### src/design/mwmn_pkg.sv
`default_nettype none

package mwmn_pkg;

    // Fixed-point format and datapath widths
    localparam int FRAC_BITS = 14;
    localparam int CMD_W     = 16;
    localparam int LANES     = 4;
    localparam int SUM_W     = 18;                 // f +/- c +/- s without wrap
    localparam int MAG_W     = 17;                 // largest |sum| is 98304
    localparam int REM_W     = MAG_W + 1;          // remainder stays below 2*max
    localparam int QUO_W     = FRAC_BITS + 1;      // quotient never exceeds ONE
    localparam int SEL_W     = (QUO_W > MAG_W) ? QUO_W : MAG_W;

    localparam logic [SEL_W-1:0] ONE_SEL = SEL_W'(1) << FRAC_BITS;
    localparam logic [QUO_W-1:0] ONE_QUO = QUO_W'(1) << FRAC_BITS;

    // Front-left and back-left wheels are driven with inverted sign
    localparam logic [LANES-1:0] LANE_NEG = LANES'(4'b0101);

    // Output saturation limits
    localparam logic [SEL_W-1:0] LIM_POS = SEL_W'(32767);
    localparam logic [SEL_W-1:0] LIM_NEG = SEL_W'(32768);
    localparam logic [CMD_W-1:0] SAT_POS = 16'h7FFF;
    localparam logic [CMD_W-1:0] SAT_NEG = 16'h8000;

    // Input word, forward command in the lowest bits
    typedef struct packed {
        logic [CMD_W-1:0] rotate_cmd;
        logic [CMD_W-1:0] strafe_cmd;
        logic [CMD_W-1:0] forward_cmd;
    } t_cmd;

    typedef struct packed {
        logic [LANES-1:0][SUM_W-1:0] sum;
    } t_mix;

    typedef struct packed {
        logic [LANES-1:0]            neg;
        logic [LANES-1:0][MAG_W-1:0] mag;
    } t_mag;

    typedef struct packed {
        logic [LANES-1:0]            neg;
        logic [LANES-1:0][MAG_W-1:0] mag;
        logic [LANES-1:0][REM_W-1:0] rem;
        logic [LANES-1:0][QUO_W-1:0] quo;
        logic [MAG_W-1:0]            max;
        logic                        norm;
    } t_div;

    // Output word, lane 0 (front-left) in the lowest bits
    typedef struct packed {
        logic [LANES-1:0][CMD_W-1:0] drive;
    } t_drv;

endpackage

`default_nettype wire

### src/design/mwmn_mix.sv
`default_nettype none

// Two stages: wheel sums, then sign and magnitude per wheel.
module mwmn_mix (
    input  wire logic           i_clk,
    input  wire logic           i_rst_n,
    input  wire logic           i_valid,
    output logic                o_ready,
    input  wire mwmn_pkg::t_cmd i_cmd,
    output logic                o_valid,
    input  wire logic           i_ready,
    output mwmn_pkg::t_mag      o_mag
);

    logic                                                r_v1;
    logic                                                r_v2;
    mwmn_pkg::t_mix                                      r_mix;
    mwmn_pkg::t_mix                                      n_mix;
    mwmn_pkg::t_mag                                      r_mag;
    mwmn_pkg::t_mag                                      n_mag;
    logic                                                ld1;
    logic                                                ld2;
    logic signed [mwmn_pkg::SUM_W-1:0]                   f;
    logic signed [mwmn_pkg::SUM_W-1:0]                   s;
    logic signed [mwmn_pkg::SUM_W-1:0]                   c;
    logic [mwmn_pkg::LANES-1:0][mwmn_pkg::SUM_W-1:0]     n_abs;

    assign ld2     = !r_v2 || i_ready;
    assign ld1     = !r_v1 || ld2;
    assign o_ready = ld1;
    assign o_valid = r_v2;
    assign o_mag   = r_mag;

    always_comb begin
        f = mwmn_pkg::SUM_W'($signed(i_cmd.forward_cmd));
        s = mwmn_pkg::SUM_W'($signed(i_cmd.strafe_cmd));
        c = mwmn_pkg::SUM_W'($signed(i_cmd.rotate_cmd));
        n_mix.sum[0] = f + c - s;
        n_mix.sum[1] = f - c - s;
        n_mix.sum[2] = f + c + s;
        n_mix.sum[3] = f - c + s;
    end

    always_comb begin
        for (int k = 0; k < mwmn_pkg::LANES; k++) begin
            n_mag.neg[k] = r_mix.sum[k][mwmn_pkg::SUM_W-1];
            n_abs[k]     = n_mag.neg[k] ? (~r_mix.sum[k] + mwmn_pkg::SUM_W'(1))
                                        : r_mix.sum[k];
            n_mag.mag[k] = n_abs[k][mwmn_pkg::MAG_W-1:0];
        end
    end

    always_ff @(posedge i_clk) begin
        if (!i_rst_n) begin
            r_v1 <= 1'b0;
            r_v2 <= 1'b0;
        end else begin
            if (ld1) r_v1 <= i_valid;
            if (ld2) r_v2 <= r_v1;
        end
    end

    always_ff @(posedge i_clk) begin
        if (ld1 && i_valid) r_mix <= n_mix;
        if (ld2 && r_v1)    r_mag <= n_mag;
    end

endmodule

`default_nettype wire

### src/design/mwmn_max.sv
`default_nettype none

// Largest magnitude, normalize decision and divider seed.
module mwmn_max (
    input  wire logic           i_clk,
    input  wire logic           i_rst_n,
    input  wire logic           i_valid,
    output logic                o_ready,
    input  wire mwmn_pkg::t_mag i_mag,
    output logic                o_valid,
    input  wire logic           i_ready,
    output mwmn_pkg::t_div      o_div
);

    logic                          r_valid;
    mwmn_pkg::t_div                r_div;
    mwmn_pkg::t_div                n_div;
    logic                          ld;
    logic [mwmn_pkg::MAG_W-1:0]    m01;
    logic [mwmn_pkg::MAG_W-1:0]    m23;

    assign ld      = !r_valid || i_ready;
    assign o_ready = ld;
    assign o_valid = r_valid;
    assign o_div   = r_div;

    always_comb begin
        m01 = (i_mag.mag[0] > i_mag.mag[1]) ? i_mag.mag[0] : i_mag.mag[1];
        m23 = (i_mag.mag[2] > i_mag.mag[3]) ? i_mag.mag[2] : i_mag.mag[3];
        n_div.max  = (m01 > m23) ? m01 : m23;
        n_div.norm = mwmn_pkg::SEL_W'(n_div.max) >= mwmn_pkg::ONE_SEL;
        n_div.neg  = i_mag.neg;
        n_div.mag  = i_mag.mag;
        for (int k = 0; k < mwmn_pkg::LANES; k++) begin
            n_div.rem[k] = mwmn_pkg::REM_W'(i_mag.mag[k]);
            n_div.quo[k] = '0;
        end
    end

    always_ff @(posedge i_clk) begin
        if (!i_rst_n) begin
            r_valid <= 1'b0;
        end else if (ld) begin
            r_valid <= i_valid;
        end
    end

    always_ff @(posedge i_clk) begin
        if (ld && i_valid) r_div <= n_div;
    end

    a_max_covers: assert property (@(posedge i_clk) disable iff (!i_rst_n)
        r_valid |-> (r_div.max >= r_div.mag[0]) && (r_div.max >= r_div.mag[1]) &&
                    (r_div.max >= r_div.mag[2]) && (r_div.max >= r_div.mag[3]))
        else $error("max stage: maximum below a wheel magnitude");

endmodule

`default_nettype wire

### src/design/mwmn_div_step.sv
`default_nettype none

// One restoring-division step per lane: one quotient bit a stage.
module mwmn_div_step (
    input  wire logic           i_clk,
    input  wire logic           i_rst_n,
    input  wire logic           i_valid,
    output logic                o_ready,
    input  wire mwmn_pkg::t_div i_div,
    output logic                o_valid,
    input  wire logic           i_ready,
    output mwmn_pkg::t_div      o_div
);

    logic                                              r_valid;
    mwmn_pkg::t_div                                    r_div;
    mwmn_pkg::t_div                                    n_div;
    logic                                              ld;
    logic [mwmn_pkg::LANES-1:0]                        ge;
    logic [mwmn_pkg::LANES-1:0][mwmn_pkg::REM_W-1:0]   diff;

    assign ld      = !r_valid || i_ready;
    assign o_ready = ld;
    assign o_valid = r_valid;
    assign o_div   = r_div;

    always_comb begin
        n_div = i_div;
        for (int k = 0; k < mwmn_pkg::LANES; k++) begin
            ge[k]   = i_div.rem[k] >= mwmn_pkg::REM_W'(i_div.max);
            diff[k] = ge[k] ? (i_div.rem[k] - mwmn_pkg::REM_W'(i_div.max)) : i_div.rem[k];
            // diff is below max, so the shift cannot overflow
            n_div.rem[k] = {diff[k][mwmn_pkg::REM_W-2:0], 1'b0};
            n_div.quo[k] = {i_div.quo[k][mwmn_pkg::QUO_W-2:0], ge[k]};
        end
    end

    always_ff @(posedge i_clk) begin
        if (!i_rst_n) begin
            r_valid <= 1'b0;
        end else if (ld) begin
            r_valid <= i_valid;
        end
    end

    always_ff @(posedge i_clk) begin
        if (ld && i_valid) r_div <= n_div;
    end

endmodule

`default_nettype wire

### src/design/mwmn_out.sv
`default_nettype none

// Select scaled or raw speed, apply wheel sign, saturate, register output word.
module mwmn_out (
    input  wire logic           i_clk,
    input  wire logic           i_rst_n,
    input  wire logic           i_valid,
    output logic                o_ready,
    input  wire mwmn_pkg::t_div i_div,
    output logic                o_valid,
    input  wire logic           i_ready,
    output mwmn_pkg::t_drv      o_drv
);

    logic                                              r_valid;
    mwmn_pkg::t_drv                                    r_drv;
    mwmn_pkg::t_drv                                    n_drv;
    logic                                              ld;
    logic [mwmn_pkg::LANES-1:0][mwmn_pkg::SEL_W-1:0]   sel;
    logic [mwmn_pkg::LANES-1:0]                        neg_o;

    assign ld      = !r_valid || i_ready;
    assign o_ready = ld;
    assign o_valid = r_valid;
    assign o_drv   = r_drv;

    always_comb begin
        for (int k = 0; k < mwmn_pkg::LANES; k++) begin
            sel[k]   = i_div.norm ? mwmn_pkg::SEL_W'(i_div.quo[k])
                                  : mwmn_pkg::SEL_W'(i_div.mag[k]);
            neg_o[k] = i_div.neg[k] ^ mwmn_pkg::LANE_NEG[k];
            if (neg_o[k]) begin
                n_drv.drive[k] = (sel[k] >= mwmn_pkg::LIM_NEG) ? mwmn_pkg::SAT_NEG
                               : (~sel[k][mwmn_pkg::CMD_W-1:0] + mwmn_pkg::CMD_W'(1));
            end else begin
                n_drv.drive[k] = (sel[k] > mwmn_pkg::LIM_POS) ? mwmn_pkg::SAT_POS
                               : sel[k][mwmn_pkg::CMD_W-1:0];
            end
        end
    end

    always_ff @(posedge i_clk) begin
        if (!i_rst_n) begin
            r_valid <= 1'b0;
        end else if (ld) begin
            r_valid <= i_valid;
        end
    end

    always_ff @(posedge i_clk) begin
        if (ld && i_valid) r_drv <= n_drv;
    end

    a_quo_bound: assert property (@(posedge i_clk) disable iff (!i_rst_n)
        (i_valid && i_div.norm) |->
            (i_div.quo[0] <= mwmn_pkg::ONE_QUO) && (i_div.quo[1] <= mwmn_pkg::ONE_QUO) &&
            (i_div.quo[2] <= mwmn_pkg::ONE_QUO) && (i_div.quo[3] <= mwmn_pkg::ONE_QUO))
        else $error("out stage: scaled speed above one");

    a_max_is_one: assert property (@(posedge i_clk) disable iff (!i_rst_n)
        (i_valid && i_div.norm) |->
            (i_div.quo[0] == mwmn_pkg::ONE_QUO) || (i_div.quo[1] == mwmn_pkg::ONE_QUO) ||
            (i_div.quo[2] == mwmn_pkg::ONE_QUO) || (i_div.quo[3] == mwmn_pkg::ONE_QUO))
        else $error("out stage: no wheel scaled to exactly one");

endmodule

`default_nettype wire

### src/design/mecanum_wheel_mix_normalize.sv
`default_nettype none

// Channel   Dir  Width  Word contents (lowest bits first)
// s_axis    in   48     forward_cmd, strafe_cmd, rotate_cmd (signed Q1.14 each)
// m_axis    out  64     FL, FR, BL, BR wheel drive speeds (signed Q1.14 each)
//
// One command word enters per clock while s_axis_tready is high; a stalled
// output word holds the pipeline. The restoring divider yields one quotient
// bit per stage. Synchronous active-low reset clears every stage valid bit; the
// data registers are not reset. A stage loads when it is empty or its
// successor loads, so bubbles close up behind a stalled output word.
module mecanum_wheel_mix_normalize (
    input  wire logic                        i_clk,
    input  wire logic                        i_rst_n,
    input  wire logic                        s_axis_tvalid,
    output logic                             s_axis_tready,
    input  wire logic [47:0]                 s_axis_tdata,  // fwd, strafe, rotate
    output logic                             m_axis_tvalid,
    input  wire logic                        m_axis_tready,
    output logic [63:0]                      m_axis_tdata   // FL, FR, BL, BR
);

    mwmn_pkg::t_cmd                 cmd;
    mwmn_pkg::t_mag                 mix_mag;
    mwmn_pkg::t_drv                 drv;
    logic                           mix_valid;
    logic                           mix_ready;
    mwmn_pkg::t_div                 div_d [mwmn_pkg::QUO_W+1];
    logic [mwmn_pkg::QUO_W:0]       div_v;
    logic [mwmn_pkg::QUO_W:0]       div_rdy;

    assign cmd          = s_axis_tdata;
    assign m_axis_tdata = drv;

    // Wheel sums and magnitudes
    mwmn_mix u_mix (
        .i_clk   (i_clk),
        .i_rst_n (i_rst_n),
        .i_valid (s_axis_tvalid),
        .o_ready (s_axis_tready),
        .i_cmd   (cmd),
        .o_valid (mix_valid),
        .i_ready (mix_ready),
        .o_mag   (mix_mag)
    );

    // Largest magnitude and divider seed
    mwmn_max u_max (
        .i_clk   (i_clk),
        .i_rst_n (i_rst_n),
        .i_valid (mix_valid),
        .o_ready (mix_ready),
        .i_mag   (mix_mag),
        .o_valid (div_v[0]),
        .i_ready (div_rdy[0]),
        .o_div   (div_d[0])
    );

    // Divider chain: speed * ONE / max, one quotient bit per stage
    for (genvar g = 0; g < mwmn_pkg::QUO_W; g++) begin : g_div
        mwmn_div_step u_step (
            .i_clk   (i_clk),
            .i_rst_n (i_rst_n),
            .i_valid (div_v[g]),
            .o_ready (div_rdy[g]),
            .i_div   (div_d[g]),
            .o_valid (div_v[g+1]),
            .i_ready (div_rdy[g+1]),
            .o_div   (div_d[g+1])
        );
    end

    // Sign, bypass when below one, saturate, output register
    mwmn_out u_out (
        .i_clk   (i_clk),
        .i_rst_n (i_rst_n),
        .i_valid (div_v[mwmn_pkg::QUO_W]),
        .o_ready (div_rdy[mwmn_pkg::QUO_W]),
        .i_div   (div_d[mwmn_pkg::QUO_W]),
        .o_valid (m_axis_tvalid),
        .i_ready (m_axis_tready),
        .o_drv   (drv)
    );

    a_reset_empty: assert property (@(posedge i_clk)
        !i_rst_n |=> !m_axis_tvalid)
        else $error("top: output word valid right after reset");

endmodule

`default_nettype wire
### config.mk
export PLATFORM = sky130hd
export DESIGN_NAME = mecanum_wheel_mix_normalize
export DESIGN_NICKNAME = d
export VERILOG_FILES = /design/src/design/mwmn_pkg.sv /design/src/design/mwmn_mix.sv /design/src/design/mwmn_max.sv /design/src/design/mwmn_div_step.sv /design/src/design/mwmn_out.sv /design/src/design/mecanum_wheel_mix_normalize.sv
export SDC_FILE = /design/constraint.sdc
export NUM_CORES = 2
export LEC_CHECK = 0
export BUFFER_PORTS_ARGS = -buffer_cell sky130_fd_sc_hd__buf_2
export CAP_MARGIN = 20
export CORE_ASPECT_RATIO = 1.4
export CORE_MARGIN = 5
export CORE_UTILIZATION = 50
export CTS_BUF_LIST = sky130_fd_sc_hd__clkbuf_16
export DETAILED_ROUTE_END_ITERATION = 7
export PLACE_DENSITY = 0.78
export SLEW_MARGIN = 20
export SYNTH_ARGS = -nofsm -noshare
export SYNTH_HDL_FRONTEND = slang
export SYNTH_SLANG_ARGS = --single-unit
export TNS_END_PERCENT = 5
### constraint.sdc
create_clock -name i_clk -period 18.6 [get_ports i_clk]
set_clock_uncertainty 0.05 [all_clocks]
set_input_delay 0.93 -clock i_clk [delete_from_list [all_inputs] [get_ports i_clk]]
set_output_delay 0.93 -clock i_clk [all_outputs]
set_load 0.01 [all_outputs]
; Word level (Yosys, flattened, before mapping)
; Index checks and enable logic that the tools add are counted.
[classes]
add_sub_neg = 70
multipliers = 0
n_div = 0
magnitude_cmp = 72
n_eq_ne = 0
shifts = 0
muxes = 79
n_bitwise = 8
n_reduce_logical = 57
[ops]
columns = op, count
row1 = 17-bit two-way mux, 67
row2 = 18-bit by 17-bit greater-or-equal comparator with 1-bit output, 56
row3 = 17-bit subtractor, 56
row4 = 16-bit two-way mux, 12
row5 = 17-bit by 1-bit adder with 17-bit output (second input constant), 4
row6 = 17-bit by 16-bit greater-or-equal comparator with 1-bit output (second input constant), 4
row7 = 17-bit greater-or-equal comparator, 4
row8 = 17-bit by 15-bit greater-than comparator with 1-bit output (second input constant), 4
row9 = 17-bit NOT, 4
row10 = 16-bit by 1-bit adder with 16-bit output (second input constant), 4
row11 = 16-bit NOT, 4
row12 = 17-bit greater-than comparator, 3
row13 = 17-bit by 16-bit adder with 18-bit output, 2
row14 = 17-bit by 16-bit subtractor with 18-bit output, 2
row15 = 1-bit logical AND, 19
row16 = 1-bit logical NOT, 19
row17 = 1-bit logical OR, 19
row18 = 16-bit by 16-bit adder with 17-bit output, 1
row19 = 17-bit by 15-bit greater-or-equal comparator with 1-bit output (second input constant), 1
row20 = 16-bit by 16-bit subtractor with 17-bit output, 1
[word_totals]
reg_bits = 3082
latchBits = 0
ram_bits = 0
romBits = 0
input_bits = 52
wordCells = 597
mem_count = 0

; Logic depth before layout (Yosys ltp)
[logic_depth]
ltp_word = 21
mapped_depth = 22
mapped_depth_nobuf = 19

; Hierarchy
; From an unflattened synthesis, not the netlist that was laid out.
[unflattened]
cells_unflattened = 14778
area_unflattened_um2 = 184834.8
[by_module_without_submodules]
columns = mod, n_inst, cells_per_inst, area_each_um2
row1 = mwmn_div_step at g_div[12].u_step ..., 10, 825, 10695.3
row2 = mwmn_div_step at g_div[0].u_step ..., 5, 869, 11200.7
row3 = mwmn_mix, 1, 1103, 10741.6
row4 = mwmn_max, 1, 479, 5683.0
row5 = mwmn_out, 1, 601, 5454.0

; Worst setup path before layout
; OpenSTA, ideal clock, no wires.
[synth_path]
path_kind = input -> register
start = input port m_axis_tready
end = register g_div[12].u_step.r_div, in the netlist g_div[12].u_step.o_div[0] (enable)
setup_ns = 1.095
t_arrival_ns = 16.145
required_ns = 17.455
path_slack_ns = 1.310
path_stages = 2
path_cell_list = and4b_1 > a21boi_0
[synth_via]
elab_chain_len = 5
[synth_lines]
columns = item, line_no
row1 = from (decl), mecanum_wheel_mix_normalize.sv:19  ; input wire logic m_axis_tready,
row2 = 1-bit logical OR, mwmn_out.sv:22  ; assign ld = !r_valid || i_ready;
row3 = 1-bit logical OR (3 in a row), mwmn_div_step.sv:22  ; assign ld = !r_valid || i_ready;
row4 = 1-bit logical AND, mwmn_div_step.sv:47  ; if (ld && i_valid) r_div <= n_div;
row5 = to (signal assigned), mwmn_div_step.sv:47
row6 = to (decl), mwmn_div_step.sv:16  ; mwmn_pkg::t_div r_div;
; Every way passes these cells.
; A chain may end at the register's enable or synchronous reset.

==> run_results.csv <==
group,metric,value,unit
route,via_per_inst,5.836,
sta,final.setup.tns,0,ns
clocking,cts_sinks,3046,
outcome,status,"finished clean",
layout,final_util,0.5509,
clocking,clk_pin_slew_worst_paths,0.06,ns
floorplan,die_h,681.9,um
layout,fillCellCount,26010,
pwr,switching_share,0.2255,
yosys,synth_compound_area_frac,0.1170,
global_route,grt_pass1_vias,101100,
yosys,synth_ff_type,"edfxtp_1",
clocking,numCtsBuffers,307,
clocking,ctsHoldBuffers,0,
worst_setup_path,cp-start-kind,"flip-flop",
sta,finalHoldViolCount,0,
yosys,synthSimpleGateAreaFrac,0.08496,
sta,whs,0.3194,ns
yosys,synth_adder_area_share,0.09896,
clocking,clock_latency,0.90,ns
route,dr_total_vias,101100,
placement,portBuffers,117,
yosys,yosys-top-cells-count,"3027 x edfxtp_1, 1176 x ha_1, 849 x inv_1",
route,drtAntennaViolNets,0,
sta,max_freq,195.3,MHz
sta,fin_ws,13.48,ns
sta,period_needed,5.119,ns
pwr,ir_worst_vdd,0.07307,mV
yosys,yosys.area.top_type_share,0.5638,
layout,layout-drive-gt1-share,0.1207,
yosys,ys_ff_latch,3046,
yosys,avgSynthCellArea,12.84,um2
floorplan,start_util,0.5022,
route,dr.pass1.iters,8,
sta,slew_headroom,0.2448,
floorplan,ios,118,
floorplan,fp.dieW,489.9,um
sta,setup_violations,0,
layout,finalNonFillerCells,17330,
global_route,grt_max_degree,151,
yosys,synth_most_common_cell,"edfxtp_1",
placement,dp_hpwl,325900,um
yosys,yosysSeqAreaShare,0.5662,
floorplan,core,321000,um2
pwr,pwr-share-seq,0.517,
yosys,synthXorXnorAreaFrac,0.04167,
clocking,cts.repair.resized,0,
clocking,cts_tree,"yes",
worst_setup_path,path_class,"flip-flop to flip-flop",
placement,preCtsSetupSlack,13.14,ns
global_route,track_usage,0.2483,
layout,nets,14150,
clocking,clock_path_buffers,4,
route,drcViolationCount,0,
worst_setup_path,worstPathMaxFanout,29,
pwr,pwr-share-comb,0.071,
worst_setup_path,cp.required,19.17,ns
clocking,post-cts-setup-buffers,0,
global_route,grt_antenna_before_repair,29,
placement,gp_congestion,0.9918,
route,post_drt_wl_per_cell,24.45,um
yosys,synth_area_leaders,"edfxtp_1 56%, ha_1 9.1%, mux2_2 4.6%, xnor2_1 2.8%, a21oi_1 2.4%",
yosys,synth_nets,13850,
sta,rsz0062_at_grt,"no",
global_route,grt_pass1_wl,624200,um
pwr,intPower,11.62,mW
worst_setup_path,endpoint_kind,"flip-flop",
floorplan,die-area,334100,um2
yosys,synth_mux_area_frac,0.06451,
yosys,synth_edf_count,3027,
sta,drv_slew,0,
pwr,p_clk_frac,0.412,
layout,areaGrowthSynthToFinish,9.688,%
route,wirelength,423700,um
worst_setup_path,critical_path_arrival,5.69,ns
hold_path,hp-class,"input port to flip-flop",
yosys,async_flop_share,0,
yosys,ys_warn_count,0,
clocking,htree_num_levels,5,
global_route,gr-total-overflow,0,
floorplan,rows,246,
pwr,power.leakage,66.44,nW
pwr,power.switching,3.384,mW
clocking,root_buffer,"clkbuf_16",
yosys,yosys.cell_types.count,102,
yosys,syn_area,161200,um2
yosys,synth_area_leader_cell,"edfxtp_1",
job,drv_cap,0,
layout,final_area,176800,um2
sta,period_share,0.2752,
placement,placed_area,166700,um2
placement,placedCellCount,16760,
yosys,synth_top_family_by_area,"compound AO/OA/AOI/OAI gates",
sta,worst_pin_slew,1.129,ns
pwr,p_total,15.00,mW
yosys,synthCells,12560,
pwr,powerDensity,84.84,nW/um2
route,drt_iter0_drc,6717,
-- placed cells by master (no fill, tap or decap), types with 45 or more instances in the layout --
cell / netlist / final
nand3_1: 157 / 157
xnor2_1: 509 / 509
ha_1: 1176 / 1176
inv_1: 849 / 887
and3_1: 154 / 154
nand2_1: 534 / 534
buf_2: 14 / 117
or3_1: 71 / 71
edfxtp_1: 3027 / 3027
o31ai_1: 60 / 60
a211oi_1: 61 / 61
or2_2: 46 / 46
nand4_1: 181 / 181
a31oi_1: 159 / 158
clkbuf_16: 0 / 316
mux2_4: 66 / 66
clkinv_1: 6 / 65
nor2_1: 710 / 710
o21bai_1: 102 / 102
mux2i_1: 185 / 185
o211ai_1: 140 / 140
a21oi_1: 759 / 758
o21ai_1: 55 / 55
o31a_1: 49 / 49
buf_4: 24 / 63
o21a_1: 136 / 136
xor2_1: 258 / 258
a21o_1: 372 / 372
nor4_1: 104 / 104
o21ai_0: 557 / 557
mux2_2: 659 / 659
o311ai_0: 48 / 48
and4_1: 45 / 45
nand2b_1: 140 / 140
nor3_1: 237 / 237
nor2b_1: 173 / 162
fa_1: 62 / 62
-- power by group through the flow --
stage	Combinational (mW)	Clock, mW	Sequential, mW
global placement	1.04	0	7.89
finish	1.06	6.19	7.75
floorplan	0.772	0	7.83
CTS	1.06	6.30	7.75
global route	1.16	6.60	7.75
detailed placement	1.05	0	7.90
-- cell type report --
type                    count  area, um2  area share
clock buffers             316       7908     0.04472
multi-input cells        8459      65800      0.3721
well taps                4216       5275     0.02983
flip-flops and latches   3046      91280      0.5162
clock inverters           230       2130     0.01204
inverters                 856       3213     0.01817
diodes                     15      37.54   0.0002123
repair buffers            187       1205    0.006813
-- state kept, by name (all words and copies together), names as in the netlist --
| name | count |
|---|---|
| g_div.u_step.o_div | 2735 |
| g_div.u_step.o_valid | 15 |
| u_max.o_div | 88 |
| u_max.o_valid | 1 |
| u_mix.n_mag | 4 |
| u_mix.o_mag | 70 |
| u_mix.o_valid | 1 |
| u_mix.r_mix | 66 |
| u_mix.r_v1 | 1 |
| u_out.o_drv | 64 |
| u_out.o_valid | 1 |
-- final timing paths --
| check | from | end | slack [ns] | cells after the start |
|---|---|---|---|---|
| max | u_mix.o_mag[14] | u_max.o_div[7] | 13.48 | 16 |
| min | s_axis_tvalid | u_mix.r_v1 | 0.32 | 3 |
| max reg2reg | u_mix.o_mag[14] | u_max.o_div[7] | 13.48 | 16 |
| min reg2reg | g_div[5].u_step.o_div[195] | g_div[6].u_step.o_div[195] | 0.33 | 0 |
-- logic make-up (layout without fill, tap and decap cells) --
group                    after synthesis  count (layout)
AO/OA/AOI/OAI                       2848            2848
XOR/XNOR                             767             767
adder cells (fa/ha/maj)             1238            1238
buffers and inverters               1051            1589
flip-flops                          3046            3046
multiplexers                         921             921
other                                  0              15
AND/OR/NAND/NOR                     2685            2685
-- worst max-delay path: stages (launching register included) --
cell and delay [ns]:
edfxtp_1 0.42, ha_1 0.33, a21o_1 0.18, a21o_1 0.17, a21o_1 0.22, o21ai_0 0.21
nand2_1 0.57, o21ai_0 0.64, ha_1 0.33, a21o_1 0.18, a21o_1 0.16, a21oi_1 0.15
nand2_1 0.07, o21ai_1 0.26, and2_1 0.58, o21ai_0 0.19, o21a_1 0.15
-- routing by layer --
layer	vias to the layer above	GRT usage	share of wire
li1	48330	-	-
met1	48400	0.2393	0.33
met2	2971	0.4512	0.51
met3	1395	0.03464	0.044
met4	14	0.2384	0.12
met5	-	0	0.00016
No activity file was read; power rests on OpenSTA's default activity.
